<file path="src/rtl/avt_pkg.sv">
package avt_pkg;

  localparam int unsigned CoordW = 32;
  localparam int unsigned CoefW  = 32;
  localparam int unsigned RegW   = 64;
  localparam int unsigned ProdW  = CoordW + CoefW;      // one product
  localparam int unsigned PairW  = ProdW + 1;           // sum of two terms
  localparam int unsigned TotalW = ProdW + 2;           // sum of four terms
  localparam int unsigned FracDrop = 24;                // Q24.40 -> Q16.16
  localparam int unsigned TransShift = 16;              // Q8.24 -> Q.40
  localparam int unsigned QuotW = TotalW - FracDrop;

  localparam logic [RegW-1:0] Row0XyReset = 64'h0000_0000_0100_0000;
  localparam logic [RegW-1:0] Row0ZwReset = 64'h0;
  localparam logic [RegW-1:0] Row1XyReset = 64'h0100_0000_0000_0000;
  localparam logic [RegW-1:0] Row1ZwReset = 64'h0;
  localparam logic [RegW-1:0] Row2XyReset = 64'h0;
  localparam logic [RegW-1:0] Row2ZwReset = 64'h0000_0000_0100_0000;

  localparam logic signed [CoordW-1:0] SatMax = 32'sh7FFF_FFFF;
  localparam logic signed [CoordW-1:0] SatMin = 32'sh8000_0000;

  typedef enum logic [2:0] {
    REG_ROW0_XY = 3'd0,
    REG_ROW0_ZW = 3'd1,
    REG_ROW1_XY = 3'd2,
    REG_ROW1_ZW = 3'd3,
    REG_ROW2_XY = 3'd4,
    REG_ROW2_ZW = 3'd5
  } reg_idx_t;

  typedef struct packed {
    logic signed [CoordW-1:0] x_in;
    logic signed [CoordW-1:0] y_in;
    logic signed [CoordW-1:0] z_in;
    logic                     last_in;
  } in_item_t;

  typedef struct packed {
    logic signed [CoordW-1:0] x_out;
    logic signed [CoordW-1:0] y_out;
    logic signed [CoordW-1:0] z_out;
    logic                     last_out;
  } out_item_t;

  // one row of the matrix as used by the datapath
  typedef struct packed {
    logic signed [CoefW-1:0] cx;
    logic signed [CoefW-1:0] cy;
    logic signed [CoefW-1:0] cz;
    logic signed [CoefW-1:0] t;
  } row_coef_t;

  // per-stage data load strobes
  typedef struct packed {
    logic ld1;
    logic ld2;
    logic ld3;
  } stage_ld_t;

endpackage

</file>
<file path="src/rtl/avt_pipe_ctrl.sv">
module avt_pipe_ctrl
  import avt_pkg::*;
(
  input  logic      clk,
  input  logic      rst_n,
  input  logic      in_valid,
  output logic      in_ready,
  output logic      out_valid,
  input  logic      out_ready,
  output stage_ld_t ld
);

  logic v1_r, v2_r, v3_r;
  logic rdy1, rdy2, rdy3;

  // a stage takes new data when empty or when its content moves on
  assign rdy3 = !v3_r || out_ready;
  assign rdy2 = !v2_r || rdy3;
  assign rdy1 = !v1_r || rdy2;

  assign in_ready  = rdy1;
  assign out_valid = v3_r;

  assign ld.ld1 = in_valid && rdy1;
  assign ld.ld2 = v1_r && rdy2;
  assign ld.ld3 = v2_r && rdy3;

  always_ff @(posedge clk) begin
    if (!rst_n) begin
      v1_r <= 1'b0;
      v2_r <= 1'b0;
      v3_r <= 1'b0;
    end else begin
      if (rdy1) v1_r <= in_valid;
      if (rdy2) v2_r <= v1_r;
      if (rdy3) v3_r <= v2_r;
    end
  end

  a_reset_empty: assert property (@(posedge clk)
    !rst_n |=> (!v1_r && !v2_r && !v3_r))
    else $error("pipeline not empty after reset");

  a_mid_hold: assert property (@(posedge clk) disable iff (!rst_n)
    (v2_r && !rdy3) |=> v2_r)
    else $error("stage 2 item lost under stall");

  a_out_from_s2: assert property (@(posedge clk) disable iff (!rst_n)
    $rose(v3_r) |-> $past(v2_r))
    else $error("result appeared without a stage 2 item");

  a_full_when_blocked: assert property (@(posedge clk) disable iff (!rst_n)
    !in_ready |-> (v1_r && v2_r && v3_r && !out_ready))
    else $error("input blocked while pipeline has room");

endmodule

</file>
<file path="config.mk">
export PLATFORM = sky130hd
export DESIGN_NAME = avt_pipe_ctrl
export DESIGN_NICKNAME = d
export VERILOG_FILES = /design/src/rtl/avt_pkg.sv /design/src/rtl/avt_pipe_ctrl.sv
export SDC_FILE = /design/constraint.sdc
export NUM_CORES = 1
export LEC_CHECK = 0
export BUFFER_PORTS_ARGS = -buffer_cell sky130_fd_sc_hd__buf_2
export CELL_PAD_IN_SITES_DETAIL_PLACEMENT = 1
export CELL_PAD_IN_SITES_GLOBAL_PLACEMENT = 1
export CORE_AREA = 2 2 39 41
export CTS_CLUSTER_DIAMETER = 100
export DETAILED_ROUTE_END_ITERATION = 16
export DIE_AREA = 0 0 41 43
export GPL_TIMING_DRIVEN = 0
export PLACE_DENSITY_LB_ADDON = 0.3
export SYNTH_ARGS = -nofsm -noshare
export SYNTH_HDL_FRONTEND = slang
export SYNTH_SLANG_ARGS = --single-unit
</file>
<file path="constraint.sdc">
create_clock -name clk -period 0.8 [get_ports clk]
set_input_delay 0.04 -clock clk [delete_from_list [all_inputs] [get_ports clk]]
set_output_delay 0.04 -clock clk [all_outputs]
set_load 0.01 [all_outputs]
</file>
Word-level counts from Yosys, hierarchy flattened
Index checks and enable logic that the tools add are counted.
{ "classes": {"reduce_logical": 9} }
{ "ops": {"columns": ["cell", "count"], "rows": [
  ["$logic_and A1 B1 Y1", 3],
  ["$logic_not A1 Y1", 3],
  ["$logic_or A1 B1 Y1", 3]
]} }
{ "totals": {"regBits": 3, "output_inout_bits": 5, "in_bits": 4, "elab_cells": 12} }

Depth between registers and ports, before layout
Gate-level depths: netlist of run 1.
{ "depth": {"ltp_word": 5, "mapped_depth": 2, "ltp_nobuf": 2} }

Worst setup path before layout of run 1
Ideal clock, no wire load.
{ "synth_path": {"path_type": "flip-flop to output port", "from": "register v3_r, in the netlist out_valid", "to": "output ld[2] (netlist bit)", "required_ps": 760, "arrival_time_ps": 782, "stages_incl_launch_ff": 3, "path_buffers": 0, "slack_ps": -22, "path_cell_list": "dfxtp_1 > and3b_1 > a21oi_1"} }
{ "synth_lines": {"columns": ["item", "line", "source"], "rows": [
  ["start, declared", "avt_pipe_ctrl.sv:13", "logic v1_r, v2_r, v3_r;"],
  ["start signal, assigned", "avt_pipe_ctrl.sv:36", "if (rdy3) v3_r <= v2_r;"],
  ["end, declared", "avt_pipe_ctrl.sv:10", "output stage_ld_t ld"]
]} }

==> results of run 1 <==
path summary, 6_finish.rpt:
| path | endpoint | slack [ns] | cells after the start |
|---|---|---|---|
| hold / removal | out_valid | 0.05 | 2 |
| setup / recovery | ld[1] | -0.27 | 3 |
| setup reg to reg | v2_r | -0.25 | 4 |
| hold reg to reg | v2_r | 0.54 | 1 |
worst reg2reg max path, delay by kind of cell, from the launching register on:
kind,cells,cell delay [ns]
buffers and inverters,2,0.24
AND/OR/NAND/NOR,1,0.23
flip-flops,1,0.31
AO/OA/AOI/OAI,1,0.16
cells by family (layout without fill, tap and decap cells):
logic type	Yosys count	count (layout)
simple gates	5	5
compound gates	4	4
flops	3	3
buf+inv	1	20
layout make-up:
cell class | count | share of cell area
Inverter | 1 | 0.0116
Sequential cell | 3 | 0.197
Tap cell | 16 | 0.0618
Multi-Input combinational cell | 9 | 0.278
Timing Repair Buffer | 15 | 0.371
Clock buffer | 4 | 0.0811
layer usage:
layer / vias up / share of wire / GRT usage
li1: 83 / - / -
met1: 72 / 0.40 / 0.0609
met2: 11 / 0.47 / 0.0844
met3: 0 / 0.13 / 0.0628
met4: 0 / 0 / 0.0200
met5: - / 0 / 0
metrics by stage:
stage | util | hold WS [ns]
after floorplan | - | 0.158
after global placement | 0.143 | 0.273
after detailed placement | 0.143 | 0.289
after CTS | 0.204 | 0.0463
after global routing | 0.234 | 0.0463
final | 0.234 | 0.0485
cell usage in the layout (no fill, tap or decap):
master and n:
nand4b_4 1, clkbuf_1 1, a21oi_2 1, o21a_1 2
inv_1 1, dfxtp_2 3, a21boi_2 1, buf_2 6
nor2b_1 2, buf_6 6, clkbuf_4 3, nor2b_2 1
buf_4 3, and3b_2 1
what timing repair did:
item	CTS	global route
endpoints found under the hold margin	0	0
resized for setup	10	3
pin swaps	2	1
setup endpoints to repair	6	7
buffers inserted	3	4
power breakdown:
part	leakage (uW)	internal [uW]	switching, uW
Combinational	0.000141	38.6	26.8
Clock	0.0000150	187	75.9
Sequential	0.0000258	159	6.72
state kept, by name, summed over array words and instances (netlist names):
name       cells
v2_r           1
v1_r           1
out_valid      1
==> metrics.csv, run 1 <==
stage,metric,value,unit
sta,hold_viol_final,0,
logic_synthesis,syn_avg_cell_area,10.6,um^2
logic_synthesis,syn-cell-area,138,um^2
setup_path,cp_slowest_stage_delay,0.31,ns
logic_synthesis,yosys.area.top_type,dfxtp_1,
logic_synthesis,synth.distinct_cells,8,
final_layout,layout.nets,37,
logic_synthesis,yosysWarningCount,0,
grt,grt_max_degree,5,
logic_synthesis,synthSimpleGateAreaFrac,0.309,
logic_synthesis,synthAdderAreaFrac,0,
status,status,"complete, but fails checks",
die,die_y,43,um
final_layout,num-fill-cells,169,
final_layout,antenna_cells,0,
logic_synthesis,synth_xor_area_frac,0,
logic_synthesis,synthMuxAreaShare,0,
place,place_area,198,um^2
sta,tightest_slew,0.114,ns
route,wl_per_cell,9.98,um
power,powerDensity,1520,mW/mm^2
final_layout,multi_input_area,90.1,um^2
setup_path,path_delay_family,simple AND/OR/NAND/NOR gates,
logic_synthesis,synthFlopType,dfxtp_1,
setup_path,setup.worst_path.start_class,register,
sta,fin_crit,1.07,ns
sta,setup_slack,-0.268,ns
cts,htreeDepth,1,
logic_synthesis,syn_inst,13,
die,initial_core_util,0.0995,
grt,grt_pass1_vias,170,
cts,cts_made_buffers,3,
place,numPortBuffers,8,
setup_path,end_kind,output port,
logic_synthesis,synth_top_area_frac,0.436,
sta,slew_headroom,0.924,
cts,clk_pin_slew,0.03,ns
route,drc_errors,0,
logic_synthesis,ys_ff_latch,3,
sta,setup_viol_count_final,7,
route,vias,166,
sta,fin_tns_setup,-1.57,ns
cts,root_buffer,clkbuf_4,
job,cap_violations,0,
cts,cts_tree,built,
sta,skew,0.00143,ns
logic_synthesis,synth.area.top_cells,"dfxtp_1 44%, nor2b_1 14%, nand4b_2 11%",
power,p_total,494,uW
sta,period_share,1.33,
place,dp_slack,-0.0681,ns
logic_synthesis,synthTopCellsByCount,"3 x dfxtp_1, 3 x nor2b_1, 2 x o21a_1",
place,dpl.cell_count,37,
grt,globalRouteTotalUtil,0.0612,
final_layout,final_cell_count_no_fill,48,
die,boundaryPins,9,
route,routed_via_density,3.46,
logic_synthesis,synth_top_family_by_area,simple AND/OR/NAND/NOR gates,
cts,cts_hold_buffers,0,
logic_synthesis,synth_nets,17,
status,violations,setup timing,
logic_synthesis,postSynth.asyncResetShare,0,
min_path,min_from,rst_n,
route,wl,479,um
die,die_w,41,um
setup_path,r2r-start,out_valid,
die,die_area,0.00176,mm^2
place,gp_congestion,0.533,
logic_synthesis,synth_edf_count,0,
setup_path,crit_chain,"and3b_2, nor2b_1, buf_2",
setup_path,worst-path-buf-inv,1,
final_layout,regArea,63.8,um^2
cts,clock_path_buffers,2,
setup_path,crit_path_top_delay_cell,dfxtp_2,
final_layout,drive_above_1_share,0.813,
route,dr.pass1.iters,1,
min_path,hold_path_class,in2reg,
die,core-area,0.00138,mm^2
setup_path,worst-setup-path-type,reg2out,
power,vdd.ir_drop.worst,0.854,mV
die,fp-row-count,14,
setup_path,critPathMaxFanout,3,
route,drt_iter0_markers,0,
power,leakagePower,0.000182,uW
setup_path,critPathArrivalTime,1.03,ns
grt,grt_pass1_wl,655,um
route,final_antenna_net_count,0,
logic_synthesis,ys_seq_area_frac,0.436,
setup_path,required,0.76,ns
final_layout,final_area,324,um^2
sta,max_freq,937,MHz
sta,maxSlewViolCount,0,
setup_path,crit_start,out_valid,
grt,antenna_found_initial,0,
grt,globalRouteOverflowTotal,0,
final_layout,area.growth.synth_to_final,135,%
cts,cts_sinks,3,
sta,rsz0062_at_grt,yes,
cts,worstSkewPairLatency,0.23,ns
logic_synthesis,synth_compound_area_frac,0.227,
No activity file was read; power rests on OpenSTA's default activity.
==> run 2, diff against run 1 <==
==> constraint.sdc (replaced) <==
create_clock -name clk -period 1.3 [get_ports clk]
set_input_delay 0.065 -clock clk [delete_from_list [all_inputs] [get_ports clk]]
set_output_delay 0.065 -clock clk [all_outputs]
set_load 0.01 [all_outputs]
==> run 2 against run 1 <==
Against the previous run: the flow now finishes without violations; first-iteration DRC count rose by 1; routed wire length fell by 19%; clock skew rose by 0.0022 ns; utilization down 7.2 points; register-to-register slack better by 0.71 ns; final area shrank 31%; power fell by 41%; clock power fell by 37%; non-clock buffer count down 7; cell count fell by 15%; critical path type unchanged; highest routed layer unchanged.
==> metrics.csv, run 2 (synthesis gave the netlist of run 1 again) <==
stage,metric,value,unit
final_layout,layout_common_cells,"8 x buf_2, 3 x nor2b_1, 3 x clkbuf_4, 3 x dfxtp_1, 2 x o21a_1",
route,dr.pass1.iters,2,
setup_path,crit_start,out_valid,
final_layout,final_common_cell,buf_2,
power,leakagePower,0.000123,uW
grt,grt_pass1_vias,166,
job,cap_violations,0,
cts,cts_tree,built,
setup_path,crit_chain,"and3b_1, a21oi_1, buf_2",
die,core-area,0.00138,mm^2
sta,fin_crit,1.15,ns
route,vias,142,
setup_path,end_kind,output port,
route,routed_via_density,3.46,
final_layout,drive_above_1_share,0.520,
min_path,hold_path_class,in2reg,
place,dp_slack,0.408,ns
sta,setup_slack,0.151,ns
cts,htreeDepth,1,
die,die_y,43,um
route,drc_errors,0,
power,combPwrFrac,0.086,
route,drt_iter0_markers,1,
cts,cts_made_buffers,3,
place,gp_congestion,0.535,
place,numPortBuffers,8,
die,fp-row-count,14,
power,pwr-share-clk,0.569,
setup_path,worst-setup-path-type,reg2out,
sta,slew_headroom,0.898,
route,wl_per_cell,9.41,um
cts,cts_hold_buffers,0,
grt,globalRouteTotalUtil,0.0691,
setup_path,setup.worst_path.start_class,register,
sta,skew,0.00363,ns
sta,fin_tns_setup,0,ns
final_layout,layout.nets,30,
cts,post_cts_resize_count,0,
sta,period_share,0.884,
sta,maxSlewViolCount,0,
power,swShare,0.231,
grt,globalRouteOverflowTotal,0,
setup_path,crit_path_top_delay_cell,dfxtp_1,
die,boundaryPins,9,
power,p_int,226,uW
status,status,"complete, no violations",
setup_path,required,1.24,ns
setup_path,cp_slowest_stage_delay,0.33,ns
cts,root_buffer,clkbuf_4,
final_layout,antenna_cells,0,
power,pwr-share-seq,0.346,
power,power_switching,67.6,uW
setup_path,critPathArrivalTime,1.08,ns
setup_path,r2r-start,out_valid,
min_path,min_from,rst_n,
sta,setup_viol_count_final,0,
sta,tightest_slew,0.153,ns
cts,clk_pin_slew,0.04,ns
power,vdd.ir_drop.worst,0.471,mV
power,p_total,293,uW
cts,postCtsSetupBuffers,0,
power,powerDensity,1310,mW/mm^2
route,final_antenna_net_count,0,
final_layout,area.growth.synth_to_final,62.7,%
cts,cts_sinks,3,
grt,grt_max_degree,5,
final_layout,final_core_utilization,0.162,
grt,antenna_found_initial,0,
die,die_area,0.00176,mm^2
cts,worstSkewPairLatency,0.24,ns
die,initial_core_util,0.0995,
sta,rsz0062_at_grt,no,
grt,grt_pass1_wl,710,um
route,wl,386,um
die,die_w,41,um
sta,max_freq,871,MHz
sta,hold_viol_final,0,
cts,clock_path_buffers,2,
setup_path,critPathMaxFanout,4,
[run 2: cell count changes in the layout (fill, tap and decap cells not counted), sizes merged]
cell,delta
buf,-7
[run 2: per-stage QoR]
step | hold slack [ns] | cell area (um^2) | instances
6_report | 0.0761 | 224 | 41
5_1_grt | 0.0858 | 224 | 41
4_1_cts | 0.0747 | 224 | 41
3_5_place_dp | 0.320 | 198 | 37
3_3_place_gp | 0.298 | 198 | 37
2_1_floorplan | 0.183 | 138 | 13
[run 2: routing by layer]
metal	GRT usage	wire length, um	vias to the layer above	part of all wire
met5	0	0	-	0
met4	0.0200	0	0	0
met3	0.0785	73	0	0.19
met2	0.0781	138	12	0.36
met1	0.0831	174	62	0.45
li1	-	-	68	-
[run 2: layout make-up]
cell class	count	area (um^2)
clock buffer	4	26.3
fill	168	1160
inverter	1	3.75
multi-input combinational	9	73.8
sequential	3	60.1
tap	16	20.0
timing repair buffer	8	40.0
[run 2: power by group through the flow]
stage,sequential (uW),combinational [uW],clock (uW)
5_1_grt,102,27.9,186
2_1_floorplan,102,12.1,0
6_report,101,25.1,167
3_3_place_gp,102,24.1,0
4_1_cts,101,25.5,171
3_5_place_dp,103,25.2,0
[run 2: path summary, 6_finish.rpt]
check	to	depth (start not counted)	slack [ns]
min reg2reg	out_valid	1	0.54
min	out_valid	2	0.08
max	ld[2]	3	0.15
max reg2reg	v2_r	2	0.46
[run 2: worst max-delay path: cells and delay by family (launching register included)]
| family | cells | cell delay (ns) |
|---|---|---|
| buffers and inverters | 1 | 0.14 |
| DFF | 1 | 0.33 |
| AOI/OAI and AO/OA | 1 | 0.15 |
| and+or+nand+nor | 1 | 0.22 |
==> run 3, diff against run 2 <==
--- a/config.mk
+++ b/config.mk
@@ -13,7 +13,7 @@
 export DETAILED_ROUTE_END_ITERATION = 16
 export DIE_AREA = 0 0 41 43
 export GPL_TIMING_DRIVEN = 0
-export PLACE_DENSITY_LB_ADDON = 0.3
+export PLACE_DENSITY_LB_ADDON = 0.1
 export SYNTH_ARGS = -nofsm -noshare
 export SYNTH_HDL_FRONTEND = slang
 export SYNTH_SLANG_ARGS = --single-unit
==> run 3 against run 2 <==
Against the previous run: power is 0.29% lower; clock power hardly changed; final area unchanged; routed wire length decreased by 3.1%; combinational power decreased by 4%; non-clock buffer count unchanged; sequential share of layout area unchanged; utilization unchanged; sequential power about the same; global-route usage decreased by 1.0 points; fmax is 2.6% higher; hold slack worse by 0.011 ns; critical path type unchanged; highest routed layer is now met4.
==> metrics.csv, run 3 (synthesis gave the netlist of run 1 again) <==
stage,metric,value,unit
status,status,"complete, no violations",
cts,worstSkewPairLatency,0.23,ns
setup_path,worst-setup-path-type,reg2out,
power,p_int,225,uW
sta,period_share,0.861,
route,drt_iter0_markers,2,
sta,hold_viol_final,0,
final_layout,num-fill-cells,170,
cts,root_buffer,clkbuf_4,
route,routed_via_density,3.44,
power,p_total,292,uW
sta,max_freq,894,MHz
route,drc_errors,0,
setup_path,critPathArrivalTime,1.05,ns
cts,cts_hold_buffers,0,
final_layout,final_common_cell,buf_2,
sta,rsz0062_at_grt,no,
power,pwr-share-seq,0.346,
final_layout,layout.nets,30,
cts,postCtsSetupBuffers,0,
power,leakagePower,0.000123,uW
final_layout,drive_above_1_share,0.520,
sta,fin_tns_setup,0,ns
job,cap_violations,0,
grt,grt_pass1_vias,149,
die,die_y,43,um
route,dr.pass1.iters,2,
sta,setup_viol_count_final,0,
place,gp_congestion,0.628,
route,wl,374,um
sta,fin_crit,1.12,ns
grt,gr-usage-met2,0.0656,
cts,clock_path_buffers,2,
sta,slew_headroom,0.892,
setup_path,end_kind,output port,
route,vias,141,
grt,grt_use_met3,0.0628,
cts,clk_pin_slew,0.04,ns
die,boundaryPins,9,
die,fp-row-count,14,
final_layout,area.growth.synth_to_final,62.7,%
sta,skew,0.00205,ns
setup_path,setup.worst_path.start_class,register,
power,powerDensity,1300,mW/mm^2
die,die_w,41,um
grt,globalRouteTotalUtil,0.0592,
grt,met1_usage,0.0545,
route,wl_per_cell,9.12,um
min_path,hold_path_class,in2reg,
final_layout,antenna_cells,0,
grt,globalRouteOverflowTotal,0,
cts,cts_tree,built,
grt,grt_max_degree,5,
final_layout,layout_common_cells,"8 x buf_2, 3 x nor2b_1, 3 x clkbuf_4, 3 x dfxtp_1, 2 x o21a_1",
cts,post_cts_resize_count,0,
power,pwr-share-clk,0.571,
grt,grt_pass1_wl,586,um
power,swShare,0.228,
power,vdd.ir_drop.worst,0.315,mV
die,core-area,0.00138,mm^2
sta,maxSlewViolCount,0,
place,numPortBuffers,8,
cts,cts_made_buffers,3,
setup_path,required,1.24,ns
grt,antenna_found_initial,0,
setup_path,reg2reg_depth,2,
final_layout,regArea,60.1,um^2
cts,cts_sinks,3,
setup_path,critPathMaxFanout,4,
final_layout,multi_input_area,73.8,um^2
die,initial_core_util,0.0995,
min_path,min_path_cells,2,
grt,busiest_layer,met2,
cts,htreeDepth,1,
power,combPwrFrac,0.083,
die,die_area,0.00176,mm^2
power,power_switching,66.8,uW
route,final_antenna_net_count,0,
sta,tightest_slew,0.162,ns
==> run 3: final timing paths <==
| check | from | to | slack, ns |
|---|---|---|---|
| min | rst_n | out_valid | 0.07 |
| min reg2reg | v2_r | out_valid | 0.53 |
| max | out_valid | ld[2] | 0.18 |
| max reg2reg | out_valid | v2_r | 0.48 |
==> run 3: metal layers <==
layer	share of wire	up-vias
met5	0	-
met4	0.029	0
met3	0.096	2
met2	0.44	9
met1	0.43	62
li1	-	68
==> run 3: area by class of cell <==
class	count	area share
multi-input combinational	9	0.330
sequential	3	0.268
timing repair buffer	8	0.179
clock buffer	4	0.117
tap	16	0.0894
inverter	1	0.0168
==> run 3: critical path, stage by stage (launching register included) <==
cell,delay (ns)
dfxtp_1,0.33
and3b_1,0.22
a21oi_1,0.14
buf_2,0.14
==> run 3: stage by stage <==
step           utilization  setup WS, ns  std cells  hold WS, ns  instance area, um^2
2_1_floorplan            -         0.453         13        0.183                  138
3_3_place_gp         0.143         0.413         37        0.312                  198
3_5_place_dp         0.143         0.419         37        0.310                  198
4_1_cts              0.162         0.158         41       0.0654                  224
5_1_grt              0.162        0.0958         41       0.0885                  224
6_report             0.162         0.181         41       0.0655                  224
==> run 3: power by group through the flow <==
stage	Sequential [uW]	Combinational [uW]	Clock, uW
2_1_floorplan	102	12.1	0
3_3_place_gp	103	24.9	0
3_5_place_dp	103	24.9	0
4_1_cts	101	25.0	175
5_1_grt	102	27.3	185
6_report	101	24.2	167
